$ cat src/kghr_pkg.sv
package kghr_pkg;

  localparam int KEY_COUNT_DEF  = 9;
  localparam int PHASE_BITS_DEF = 16;

  localparam int PH_W      = 16;  // internal phase, Q0.16
  localparam int SEG_W     = 4;   // segment index
  localparam int KEY_DEPTH = 16;  // keyframe rom depth
  localparam int POS_W     = 17;  // keyframe position, holds 1.0
  localparam int HUE_W     = 16;  // hue, degrees Q9.7
  localparam int SV_W      = 9;   // saturation / value, Q0.8 with 256 = 1.0
  localparam int RCP_W     = 22;  // span reciprocal
  localparam int W_W       = 17;  // weight, Q0.16 with 65536 = 1.0
  localparam int C_W       = 25;  // channel, Q0.24 with 2^24 = 1.0
  localparam int CH_W      = 8;   // output channel

  localparam logic [W_W-1:0]   W_ONE      = 17'h10000;
  localparam logic [C_W-1:0]   C_ONE      = 25'h1000000;
  localparam logic [HUE_W-1:0] HUE_FULL   = 16'd46080;
  localparam logic [HUE_W-1:0] HUE_SECTOR = 16'd7680;
  // ceil(2^24 / 15): (rem << 16) / 7680 == (rem * F_RECIP) >> 17 over the rem range
  localparam logic [20:0]      F_RECIP    = 21'd1118482;

  typedef logic [POS_W-1:0] pos_rom_t [KEY_DEPTH];
  typedef logic [HUE_W-1:0] hue_rom_t [KEY_DEPTH];
  typedef logic [SV_W-1:0]  sv_rom_t  [KEY_DEPTH];
  typedef logic [RCP_W-1:0] rcp_rom_t [KEY_DEPTH];

  localparam pos_rom_t KEY_POS = '{
    17'd0, 17'd5243, 17'd30802, 17'd32113, 17'd36045, 17'd42598, 17'd49152, 17'd55706,
    17'd65536, 17'd0, 17'd0, 17'd0, 17'd0, 17'd0, 17'd0, 17'd0
  };
  localparam hue_rom_t KEY_HUE = '{
    16'd27776, 16'd43520, 16'd43520, 16'd49664, 16'd27776, 16'd27776, 16'd28672, 16'd27776,
    16'd27776, 16'd0, 16'd0, 16'd0, 16'd0, 16'd0, 16'd0, 16'd0
  };
  localparam sv_rom_t KEY_SAT = '{
    9'd156, 9'd0, 9'd0, 9'd82, 9'd156, 9'd148, 9'd156, 9'd148,
    9'd156, 9'd0, 9'd0, 9'd0, 9'd0, 9'd0, 9'd0, 9'd0
  };
  localparam sv_rom_t KEY_VAL = '{
    9'd141, 9'd256, 9'd256, 9'd256, 9'd141, 9'd154, 9'd205, 9'd154,
    9'd141, 9'd0, 9'd0, 9'd0, 9'd0, 9'd0, 9'd0, 9'd0
  };
  // floor(2^32 / span) for each segment with a positive span
  localparam rcp_rom_t SEG_RECIP = '{
    22'd819181, 22'd168041, 22'd3276100, 22'd1092311,
    22'd655420, 22'd655320, 22'd655320, 22'd436924,
    22'd0, 22'd0, 22'd0, 22'd0, 22'd0, 22'd0, 22'd0, 22'd0
  };

  typedef enum logic [3:0] {
    OP_NONE,
    OP_SEG,
    OP_W,
    OP_MH,
    OP_MS,
    OP_MV,
    OP_F,
    OP_SF,
    OP_SFN,
    OP_Q,
    OP_T,
    OP_P,
    OP_EMIT
  } op_t;

  typedef struct packed {
    logic load;
    op_t  op;
  } cmd_t;

  typedef struct packed {
    logic out_busy;
  } sts_t;

endpackage

$ cat src/keyframe_gradient_hsv_to_rgb_top.sv
// keyframe sky gradient: phase in, interpolated hsv keyframe color out as 8-bit rgb
//
// input channel in_*: one request carries a phase sample, the fraction of one
// period with PHASE_BITS fraction bits; each request yields exactly one result
// output channel out_*: one request carries the red, green and blue bytes
//
// sequencing: the result becomes valid and in_tready rises again in the same
// cycle, so a new request is taken only after the last sample has left its
// emit step; the sequencer walks the single shared multiplier through a
// segment step, ten dependent products and one emit step
//
// reset (rst_n low, synchronous) puts the segment index on the first segment,
// empties the output register and raises in_tready
//
// a stalled receiver: the result waits in the output register while the next
// request is accepted and worked on; that request then waits in its emit step
// until the output register is free
module keyframe_gradient_hsv_to_rgb_top
  import kghr_pkg::*;
#(
  parameter int KEYFRAME_COUNT = KEY_COUNT_DEF,  // keyframes used, 2 to 16
  parameter int PHASE_BITS     = PHASE_BITS_DEF  // phase fraction bits, 8 to 24
) (
  input  logic                             clk,
  input  logic                             rst_n,
  input  logic                             in_tvalid,
  output logic                             in_tready,
  input  logic [((PHASE_BITS+7)/8)*8-1:0]  in_tdata,   // phase, zero fill above
  output logic                             out_tvalid,
  input  logic                             out_tready,
  output logic [3*CH_W-1:0]                out_tdata   // red in the low byte, then green, then blue
);

  // command and status between sequencer and datapath
  cmd_t cmd;
  sts_t sts;

  kghr_ctrl u_ctrl (
    .clk       (clk),
    .rst_n     (rst_n),
    .in_tvalid (in_tvalid),
    .in_tready (in_tready),
    .sts       (sts),
    .cmd       (cmd)
  );

  // upper fill bits of in_tdata are ignored
  kghr_dp #(
    .KEYFRAME_COUNT (KEYFRAME_COUNT),
    .PHASE_BITS     (PHASE_BITS)
  ) u_dp (
    .clk        (clk),
    .rst_n      (rst_n),
    .cmd        (cmd),
    .sts        (sts),
    .in_data    (in_tdata[PHASE_BITS-1:0]),
    .out_tvalid (out_tvalid),
    .out_tready (out_tready),
    .out_tdata  (out_tdata)
  );

endmodule

$ cat src/kghr_ctrl.sv
module kghr_ctrl
  import kghr_pkg::*;
(
  input  logic clk,
  input  logic rst_n,
  input  logic in_tvalid,
  output logic in_tready,
  input  sts_t sts,
  output cmd_t cmd
);

  typedef enum logic [3:0] {
    S_IDLE,
    S_SEG,
    S_W,
    S_MH,
    S_MS,
    S_MV,
    S_F,
    S_SF,
    S_SFN,
    S_Q,
    S_T,
    S_P,
    S_EMIT
  } state_t;

  state_t state_r;
  op_t    op_r;
  logic   in_tready_r;
  logic   accept;

  assign accept    = in_tvalid && in_tready_r;
  assign in_tready = in_tready_r;
  assign cmd.load  = accept;
  assign cmd.op    = op_r;

  always_ff @(posedge clk) begin
    if (!rst_n) begin
      state_r     <= S_IDLE;
      op_r        <= OP_NONE;
      in_tready_r <= 1'b1;
    end else begin
      case (state_r)
        S_IDLE: begin
          if (accept) begin
            state_r     <= S_SEG;
            op_r        <= OP_SEG;
            in_tready_r <= 1'b0;
          end
        end
        S_SEG: begin
          state_r <= S_W;
          op_r    <= OP_W;
        end
        S_W: begin
          state_r <= S_MH;
          op_r    <= OP_MH;
        end
        S_MH: begin
          state_r <= S_MS;
          op_r    <= OP_MS;
        end
        S_MS: begin
          state_r <= S_MV;
          op_r    <= OP_MV;
        end
        S_MV: begin
          state_r <= S_F;
          op_r    <= OP_F;
        end
        S_F: begin
          state_r <= S_SF;
          op_r    <= OP_SF;
        end
        S_SF: begin
          state_r <= S_SFN;
          op_r    <= OP_SFN;
        end
        S_SFN: begin
          state_r <= S_Q;
          op_r    <= OP_Q;
        end
        S_Q: begin
          state_r <= S_T;
          op_r    <= OP_T;
        end
        S_T: begin
          state_r <= S_P;
          op_r    <= OP_P;
        end
        S_P: begin
          state_r <= S_EMIT;
          op_r    <= OP_EMIT;
        end
        S_EMIT: begin
          // hold until the output register can take the result
          if (!sts.out_busy) begin
            state_r     <= S_IDLE;
            op_r        <= OP_NONE;
            in_tready_r <= 1'b1;
          end
        end
        default: begin
          state_r     <= S_IDLE;
          op_r        <= OP_NONE;
          in_tready_r <= 1'b1;
        end
      endcase
    end
  end

`ifndef SYNTHESIS
  a_ready_idle: assert property (@(posedge clk) disable iff (!rst_n)
    in_tready_r |-> (state_r == S_IDLE))
    else $error("ready outside idle");
  a_accept_seg: assert property (@(posedge clk) disable iff (!rst_n)
    accept |=> (state_r == S_SEG) && !in_tready_r)
    else $error("accepted request did not start the sequence");
  a_emit_done: assert property (@(posedge clk) disable iff (!rst_n)
    (state_r == S_EMIT) && !sts.out_busy |=> in_tready_r)
    else $error("no return to idle after emit");
`endif

endmodule

$ cat src/kghr_dp.sv
module kghr_dp
  import kghr_pkg::*;
#(
  parameter int KEYFRAME_COUNT = KEY_COUNT_DEF,
  parameter int PHASE_BITS     = PHASE_BITS_DEF
) (
  input  logic                  clk,
  input  logic                  rst_n,
  input  cmd_t                  cmd,
  output sts_t                  sts,
  input  logic [PHASE_BITS-1:0] in_data,
  output logic                  out_tvalid,
  input  logic                  out_tready,
  output logic [3*CH_W-1:0]     out_tdata
);

  localparam logic [SEG_W-1:0] SEG_MAX = SEG_W'(KEYFRAME_COUNT - 2);

  logic [PH_W-1:0]  ph_in;
  logic [PH_W-1:0]  ph_r;
  logic [SEG_W-1:0] seg_r, seg_nxt;
  logic [W_W-1:0]   w_r, w_nxt;
  logic [HUE_W-1:0] h_r;
  logic [SV_W-1:0]  s_r, v_r;
  logic [15:0]      f_r;
  logic [2:0]       sector_r, sector_c;
  logic [C_W-1:0]   sf_r, sfn_r, q24_r, t24_r, p24_r;
  logic             out_tvalid_r;
  logic [CH_W-1:0]  red_r, green_r, blue_r;

  // phase brought to Q0.16
  if (PHASE_BITS >= PH_W) begin : g_ph_dn
    assign ph_in = in_data[PHASE_BITS-1 -: PH_W];
  end else begin : g_ph_up
    assign ph_in = {in_data, {(PH_W-PHASE_BITS){1'b0}}};
  end

  // segment check, one step at most
  logic [SEG_W-1:0] cur0, nxt0, step0;
  logic             outside;
  always_comb begin
    cur0    = (seg_r > SEG_MAX) ? '0 : seg_r;
    nxt0    = cur0 + SEG_W'(1);
    outside = ({1'b0, ph_r} < KEY_POS[cur0]) || ({1'b0, ph_r} > KEY_POS[nxt0]);
    step0   = (cur0 == SEG_MAX) ? '0 : nxt0;
    seg_nxt = outside ? step0 : cur0;
  end

  // keyframes of the current segment
  logic [SEG_W-1:0] seg_n;
  logic [POS_W-1:0] cpos, npos;
  logic             below, zspan;
  logic [PH_W-1:0]  off;
  assign seg_n = seg_r + SEG_W'(1);
  assign cpos  = KEY_POS[seg_r];
  assign npos  = KEY_POS[seg_n];
  assign below = {1'b0, ph_r} < cpos;
  assign zspan = npos == cpos;
  assign off   = PH_W'({1'b0, ph_r} - cpos);

  // mix operands for h, s, v
  logic [HUE_W-1:0]   key_a, key_b;
  logic signed [16:0] key_d;
  always_comb begin
    case (cmd.op)
      OP_MS: begin
        key_a = HUE_W'(KEY_SAT[seg_r]);
        key_b = HUE_W'(KEY_SAT[seg_n]);
      end
      OP_MV: begin
        key_a = HUE_W'(KEY_VAL[seg_r]);
        key_b = HUE_W'(KEY_VAL[seg_n]);
      end
      default: begin
        key_a = KEY_HUE[seg_r];
        key_b = KEY_HUE[seg_n];
      end
    endcase
    key_d = $signed({1'b0, key_b}) - $signed({1'b0, key_a});
  end

  // hue wrap and sector split
  logic [HUE_W-1:0] hw, base_c, thr;
  logic [12:0]      rem_c;
  always_comb begin
    hw       = (h_r >= HUE_FULL) ? h_r - HUE_FULL : h_r;
    sector_c = '0;
    base_c   = '0;
    thr      = '0;
    for (int k = 1; k < 6; k++) begin
      thr = HUE_W'(k * HUE_SECTOR);
      if (hw >= thr) begin
        sector_c = 3'(k);
        base_c   = thr;
      end
    end
    rem_c = 13'(hw - base_c);
  end

  // shared multiplier
  logic signed [25:0] mul_a;
  logic signed [22:0] mul_b;
  logic signed [48:0] mul_p;
  always_comb begin
    case (cmd.op)
      OP_W: begin
        mul_a = $signed(26'(off));
        mul_b = $signed(23'(SEG_RECIP[seg_r]));
      end
      OP_MH, OP_MS, OP_MV: begin
        mul_a = 26'(key_d);
        mul_b = $signed(23'(w_r));
      end
      OP_F: begin
        mul_a = $signed(26'(rem_c));
        mul_b = $signed(23'(F_RECIP));
      end
      OP_SF: begin
        mul_a = $signed(26'(s_r));
        mul_b = $signed(23'(f_r));
      end
      OP_SFN: begin
        mul_a = $signed(26'(s_r));
        mul_b = $signed(23'(W_ONE - {1'b0, f_r}));
      end
      OP_Q: begin
        mul_a = $signed(26'(C_ONE - sf_r));
        mul_b = $signed(23'(v_r));
      end
      OP_T: begin
        mul_a = $signed(26'(C_ONE - sfn_r));
        mul_b = $signed(23'(v_r));
      end
      OP_P: begin
        mul_a = $signed(26'(SV_W'(256) - s_r));
        mul_b = $signed(23'(v_r));
      end
      default: begin
        mul_a = '0;
        mul_b = '0;
      end
    endcase
  end
  assign mul_p = mul_a * mul_b;

  // weight clamp, a + ((b - a) * w >> 16)
  logic [32:0]        w_prod;
  logic signed [33:0] mix_sum;
  assign w_prod  = mul_p[48:16];
  assign mix_sum = $signed({mul_p[48], mul_p[48:16]}) + $signed({18'b0, key_a});
  always_comb begin
    if (below) begin
      w_nxt = '0;
    end else if (zspan) begin
      w_nxt = W_ONE;
    end else if (w_prod > 33'(W_ONE)) begin
      w_nxt = W_ONE;
    end else begin
      w_nxt = w_prod[W_W-1:0];
    end
  end

  // channel select and byte conversion
  function automatic logic [CH_W-1:0] to_byte(input logic [C_W-1:0] c);
    logic [32:0] x;
    x = {c, 8'b0} - {8'b0, c};
    to_byte = x[32] ? '1 : x[31:24];
  endfunction

  logic [C_W-1:0] v24, r24, g24, b24;
  always_comb begin
    v24 = {v_r, 16'b0};
    if (s_r == '0) begin
      r24 = v24; g24 = v24; b24 = v24;
    end else begin
      case (sector_r)
        3'd0:    begin r24 = v24;   g24 = t24_r; b24 = p24_r; end
        3'd1:    begin r24 = q24_r; g24 = v24;   b24 = p24_r; end
        3'd2:    begin r24 = p24_r; g24 = v24;   b24 = t24_r; end
        3'd3:    begin r24 = p24_r; g24 = q24_r; b24 = v24;   end
        3'd4:    begin r24 = t24_r; g24 = p24_r; b24 = v24;   end
        default: begin r24 = v24;   g24 = p24_r; b24 = q24_r; end
      endcase
    end
  end

  logic emit_fire;
  assign sts.out_busy = out_tvalid_r && !out_tready;
  assign emit_fire    = (cmd.op == OP_EMIT) && !sts.out_busy;

  always_ff @(posedge clk) begin
    if (!rst_n) begin
      seg_r        <= '0;
      out_tvalid_r <= 1'b0;
    end else begin
      if (cmd.op == OP_SEG) begin
        seg_r <= seg_nxt;
      end
      if (emit_fire) begin
        out_tvalid_r <= 1'b1;
      end else if (out_tready) begin
        out_tvalid_r <= 1'b0;
      end
    end
  end

  always_ff @(posedge clk) begin
    if (cmd.load) begin
      ph_r <= ph_in;
    end
    case (cmd.op)
      OP_W:   w_r   <= w_nxt;
      OP_MH:  h_r   <= mix_sum[HUE_W-1:0];
      OP_MS:  s_r   <= mix_sum[SV_W-1:0];
      OP_MV:  v_r   <= mix_sum[SV_W-1:0];
      OP_F: begin
        sector_r <= sector_c;
        f_r      <= mul_p[32:17];
      end
      OP_SF:  sf_r  <= mul_p[C_W-1:0];
      OP_SFN: sfn_r <= mul_p[C_W-1:0];
      OP_Q:   q24_r <= mul_p[32:8];
      OP_T:   t24_r <= mul_p[32:8];
      OP_P:   p24_r <= {mul_p[16:0], 8'b0};
      default: begin
      end
    endcase
    if (emit_fire) begin
      red_r   <= to_byte(r24);
      green_r <= to_byte(g24);
      blue_r  <= to_byte(b24);
    end
  end

  assign out_tvalid = out_tvalid_r;
  assign out_tdata  = {blue_r, green_r, red_r};

`ifndef SYNTHESIS
  a_seg_range: assert property (@(posedge clk) disable iff (!rst_n)
    seg_r <= SEG_MAX)
    else $error("segment index out of range");
  a_w_clamp: assert property (@(posedge clk) disable iff (!rst_n)
    (cmd.op == OP_W) |=> (w_r <= W_ONE))
    else $error("weight above one");
  a_emit_valid: assert property (@(posedge clk) disable iff (!rst_n)
    emit_fire |=> out_tvalid_r)
    else $error("emitted result not presented");
`endif

endmodule

$ cat config.mk
export PLATFORM = sky130hd
export DESIGN_NAME = keyframe_gradient_hsv_to_rgb_top
export DESIGN_NICKNAME = d
export VERILOG_FILES = /design/src/kghr_pkg.sv /design/src/keyframe_gradient_hsv_to_rgb_top.sv /design/src/kghr_ctrl.sv /design/src/kghr_dp.sv
export SDC_FILE = /design/constraint.sdc
export NUM_CORES = 2
export LEC_CHECK = 0
export BUFFER_PORTS_ARGS = -buffer_cell sky130_fd_sc_hd__buf_2
export CORE_MARGIN = 4
export CORE_UTILIZATION = 53
export CTS_CLUSTER_SIZE = 10
export DETAILED_ROUTE_END_ITERATION = 12
export PLACE_DENSITY = 0.71
export SYNTH_ARGS = -nofsm -noshare
export SYNTH_HDL_FRONTEND = slang
export SYNTH_SLANG_ARGS = --single-unit
$ cat constraint.sdc
create_clock -name clk -period 11 [get_ports clk]
set_input_delay 1.1 -clock clk [delete_from_list [all_inputs] [get_ports clk]]
set_output_delay 1.1 -clock clk [all_outputs]
set_load 0.02 [all_outputs]
==> results.sh <==
export IMPL_path_clk_slew_ns=0.06
export IMPL_failed_checks="setup timing"
export IMPL_clk_latency_ns=0.59
export IMPL_p_per_area_nw_per_um2=312
export IMPL_power_leakage_nw=21.6
export IMPL_num_rows=99
export IMPL_start_kind="flip-flop"
export IMPL_drt_iter0_markers=3462
export IMPL_synth_top_flop_cell="edfxtp_1"
export IMPL_ir_drop_mv=0.276
export IMPL_grt_pass1_vias=35600
export IMPL_cts_tree="done"
export IMPL_required_ns=11.42
export IMPL_die_area_sq_um=78800
export IMPL_start_util=0.537
export IMPL_syn_to_final_growth_pct=21.2
export IMPL_synth_simple_area_share=0.166
export IMPL_crit_type="flip-flop to flip-flop"
export IMPL_post_drt_wl_per_cell_microns=21.8
export IMPL_dp_worst_setup_slack_ns=-1.14
export IMPL_relSlewSlack=0.0641
export IMPL_critPathCaptureType="flip-flop"
export IMPL_viasPerCell=5.87
export IMPL_rsz0062_at_grt="true"
export IMPL_antenna_found_initial=3
export IMPL_dr_pass1_iters=7
export IMPL_chipWidth_microns=281
export IMPL_grt_busiest_layer="met2"
export IMPL_utilization=0.651
export IMPL_synth_xor_xnor_area_share=0.0291
export IMPL_ys_seq_elements=237
export IMPL_dp_hpwl_microns=102000
export IMPL_fin_tns_setup_ns=-5.66
export IMPL_avgSynthCellArea_sq_um=8.92
export IMPL_synthCells=4417
export IMPL_antenna_left=0
export IMPL_synth_top_family_by_area="adder cells"
export IMPL_routed_wl_microns=130000
export IMPL_yosys_warnings=0
export IMPL_min_period_over_period=1.03
export IMPL_p_total_mw=14.9
export IMPL_stdcell_count=5953
export IMPL_holdWs_ns=0.480
export IMPL_finish_net_count=5897
export IMPL_synth_compound_area_frac=0.128
export IMPL_cts_root_buf="clkbuf_16"
export IMPL_port_buffers=45
export IMPL_vias=34900
export IMPL_status="finished, violations left"
export IMPL_grt_first_pass_wirelength_microns=200000
export IMPL_synth_edf_count=227
export IMPL_drv_slew=0
export IMPL_use_met2=0.536
export IMPL_ioPinCount=46
export IMPL_crit_path_top_delay_cell="or4_4"
export IMPL_cts_max_level=1
export IMPL_worst_pin_slew_ns=1.40
export IMPL_min_path_type="flip-flop to flip-flop"
export IMPL_cts_hold_buffers=0
export IMPL_fin_ws_ns=-0.374
export IMPL_arrival_ns=11.79
export IMPL_clkSinkCount=237
export IMPL_dpl_cell_area_sq_um=45000
export IMPL_max_freq_ghz=0.0879
export IMPL_synth_cell_types=78
export IMPL_grt_usage=0.328
export IMPL_grt_ovfl_total=0
export IMPL_cap_violations=0
export IMPL_yosysSeqAreaShare=0.178
export IMPL_drc=0
export IMPL_synthMuxAreaShare=0.0103
export IMPL_dp_cells=5864
export IMPL_cp_common_cell="fa_1"
export IMPL_slowest_delay_ns=0.56
export IMPL_cts_buffer_depth=3
export IMPL_synth_area_sq_um=39400
export IMPL_use_met3=0.0693
export IMPL_coreArea_sq_um=73300
export IMPL_fin_crit_ns=11.37
export IMPL_drive_above_1_share=0.202
export IMPL_dieHeight_microns=281
export IMPL_gp_congestion=1.03
export IMPL_skew_ns=0.0377
export IMPL_grt_start_max_net_pins=68
export IMPL_final_setup_viol_count=21
export IMPL_met1_usage=0.428
export IMPL_critPathMaxFanout=8
export IMPL_synthAdderAreaFrac=0.398
export IMPL_finalInstanceArea_sq_um=47700
export IMPL_ys_async_sr_fraction=0
export IMPL_hold_violations=0
export IMPL_cts_buffers=28
==> registers in the layout, summed over array words and instances, names as in the netlist, 3 cells and up <==
name,flops
u_dp.v_r,9
u_dp.ph_r,16
u_dp.green_r,8
u_dp.seg_r,4
u_dp.q24_r,25
u_dp.p24_r,17
u_dp.h_r,16
u_dp.red_r,8
u_dp.sector_r,3
u_dp.sf_r,25
u_dp.t24_r,25
u_dp.sfn_r,25
u_ctrl.state_r,4
u_dp.w_r,17
u_dp.f_r,16
u_dp.s_r,9
u_dp.blue_r,8
==> power by group <==
| group | internal [mW] | switching (mW) | total (mW) |
|---|---|---|---|
| Clock | 0.468 | 0.384 | 0.851 |
| Combinational | 5.38 | 7.13 | 12.5 |
| Sequential | 1.47 | 0.0687 | 1.54 |
| Total | 7.32 | 7.58 | 14.9 |
==> area by class of cell <==
cell class / instances / area, sq um
inverters: 766 / 2880
repair buffers: 656 / 5190
fillers: 5996 / 25600
clock inverters: 3 / 43.8
diodes: 1 / 2.50
well taps: 959 / 1200
multi-input cells: 3295 / 30700
flip-flops and latches: 237 / 7020
clock buffers: 36 / 741
==> cells by family (layout without fill, tap and decap cells) <==
family / count (synthesis) / in the layout
muxes: 40 / 40
adders and majority gates: 893 / 893
xor gates and xnor gates: 131 / 131
buffers and inverters: 939 / 1461
and+or+nand+nor: 1398 / 1398
AOI/OAI and AO/OA: 777 / 777
other: 2 / 57
DFF: 237 / 237
==> worst max-delay path: cells and delay by family (launching register included) <==
| kind | cells | cell delay, ns |
|---|---|---|
| buffers and inverters | 8 | 0.77 |
| adders and majority gates | 9 | 3.97 |
| and+or+nand+nor | 14 | 3.55 |
| AOI/OAI and AO/OA | 10 | 1.89 |
| DFF | 1 | 0.38 |
| xor gates and xnor gates | 4 | 0.65 |
==> cell usage after synthesis, drive strengths merged (11+ instances only) <==
cell / number / share of area
or3: 26 / 0.0041
xor2: 49 / 0.011
fa: 603 / 0.31
and3: 24 / 0.0038
o21ai: 177 / 0.022
a31oi: 19 / 0.0030
o22ai: 28 / 0.0044
nand2b: 45 / 0.0071
a22oi: 41 / 0.0078
ha: 290 / 0.092
inv: 758 / 0.072
nor4: 26 / 0.0041
nand3b: 17 / 0.0032
nand2: 560 / 0.053
nor2: 331 / 0.032
o21bai: 14 / 0.0027
or2: 48 / 0.0076
o221ai: 13 / 0.0029
a41oi: 11 / 0.0024
a21o: 55 / 0.010
buf: 18 / 0.0021
a221oi: 24 / 0.0053
nand3: 62 / 0.0079
o211ai: 29 / 0.0055
nor2b: 50 / 0.0079
clkbuf: 155 / 0.015
mux2i: 37 / 0.0094
a211oi: 17 / 0.0032
and2: 57 / 0.0091
a21oi: 207 / 0.026
nor3: 71 / 0.010
nor3b: 15 / 0.0029
xnor2: 82 / 0.018
o21a: 26 / 0.0050
edfxtp: 227 / 0.17
nand4: 32 / 0.0051
==> final timing paths <==
kind,start,to,slack [ns],cells past startpoint
setup / recovery,u_dp.h_r[7],u_dp.w_r[1],-0.37,45
hold / removal,u_ctrl.state_r[0],u_ctrl.state_r[0],0.48,1
setup reg to reg,u_dp.h_r[7],u_dp.w_r[1],-0.37,45
hold reg to reg,u_ctrl.state_r[0],u_ctrl.state_r[0],0.48,1
==> cell usage in the layout, fill, tap and decap left out, drive strengths merged, types with 56 or more instances in the layout <==
cell and n:
edfxtp 227, inv 759, nor2 331, o21ai 177
nor3 71, nand3 62, ha 290, conb 56
and2 57, a21oi 207, fa 603, nand2 560
xnor2 82, buf 656
==> repair_timing <==
action | 4_1_cts | 5_1_grt
endpoints found under the setup margin | 42 | 36
pin swaps | 43 | 124
setup buffers | 22 | 30
resized for setup | 145 | 195
cloned | 2 | 0
==> layer usage <==
metal  vias up  part of all wire
li1      15600                 -
met1     17100              0.38
met2      1747              0.46
met3       436              0.10
met4         0             0.057
met5         -                 0
Note: power is estimated with default switching activity, not from simulation.
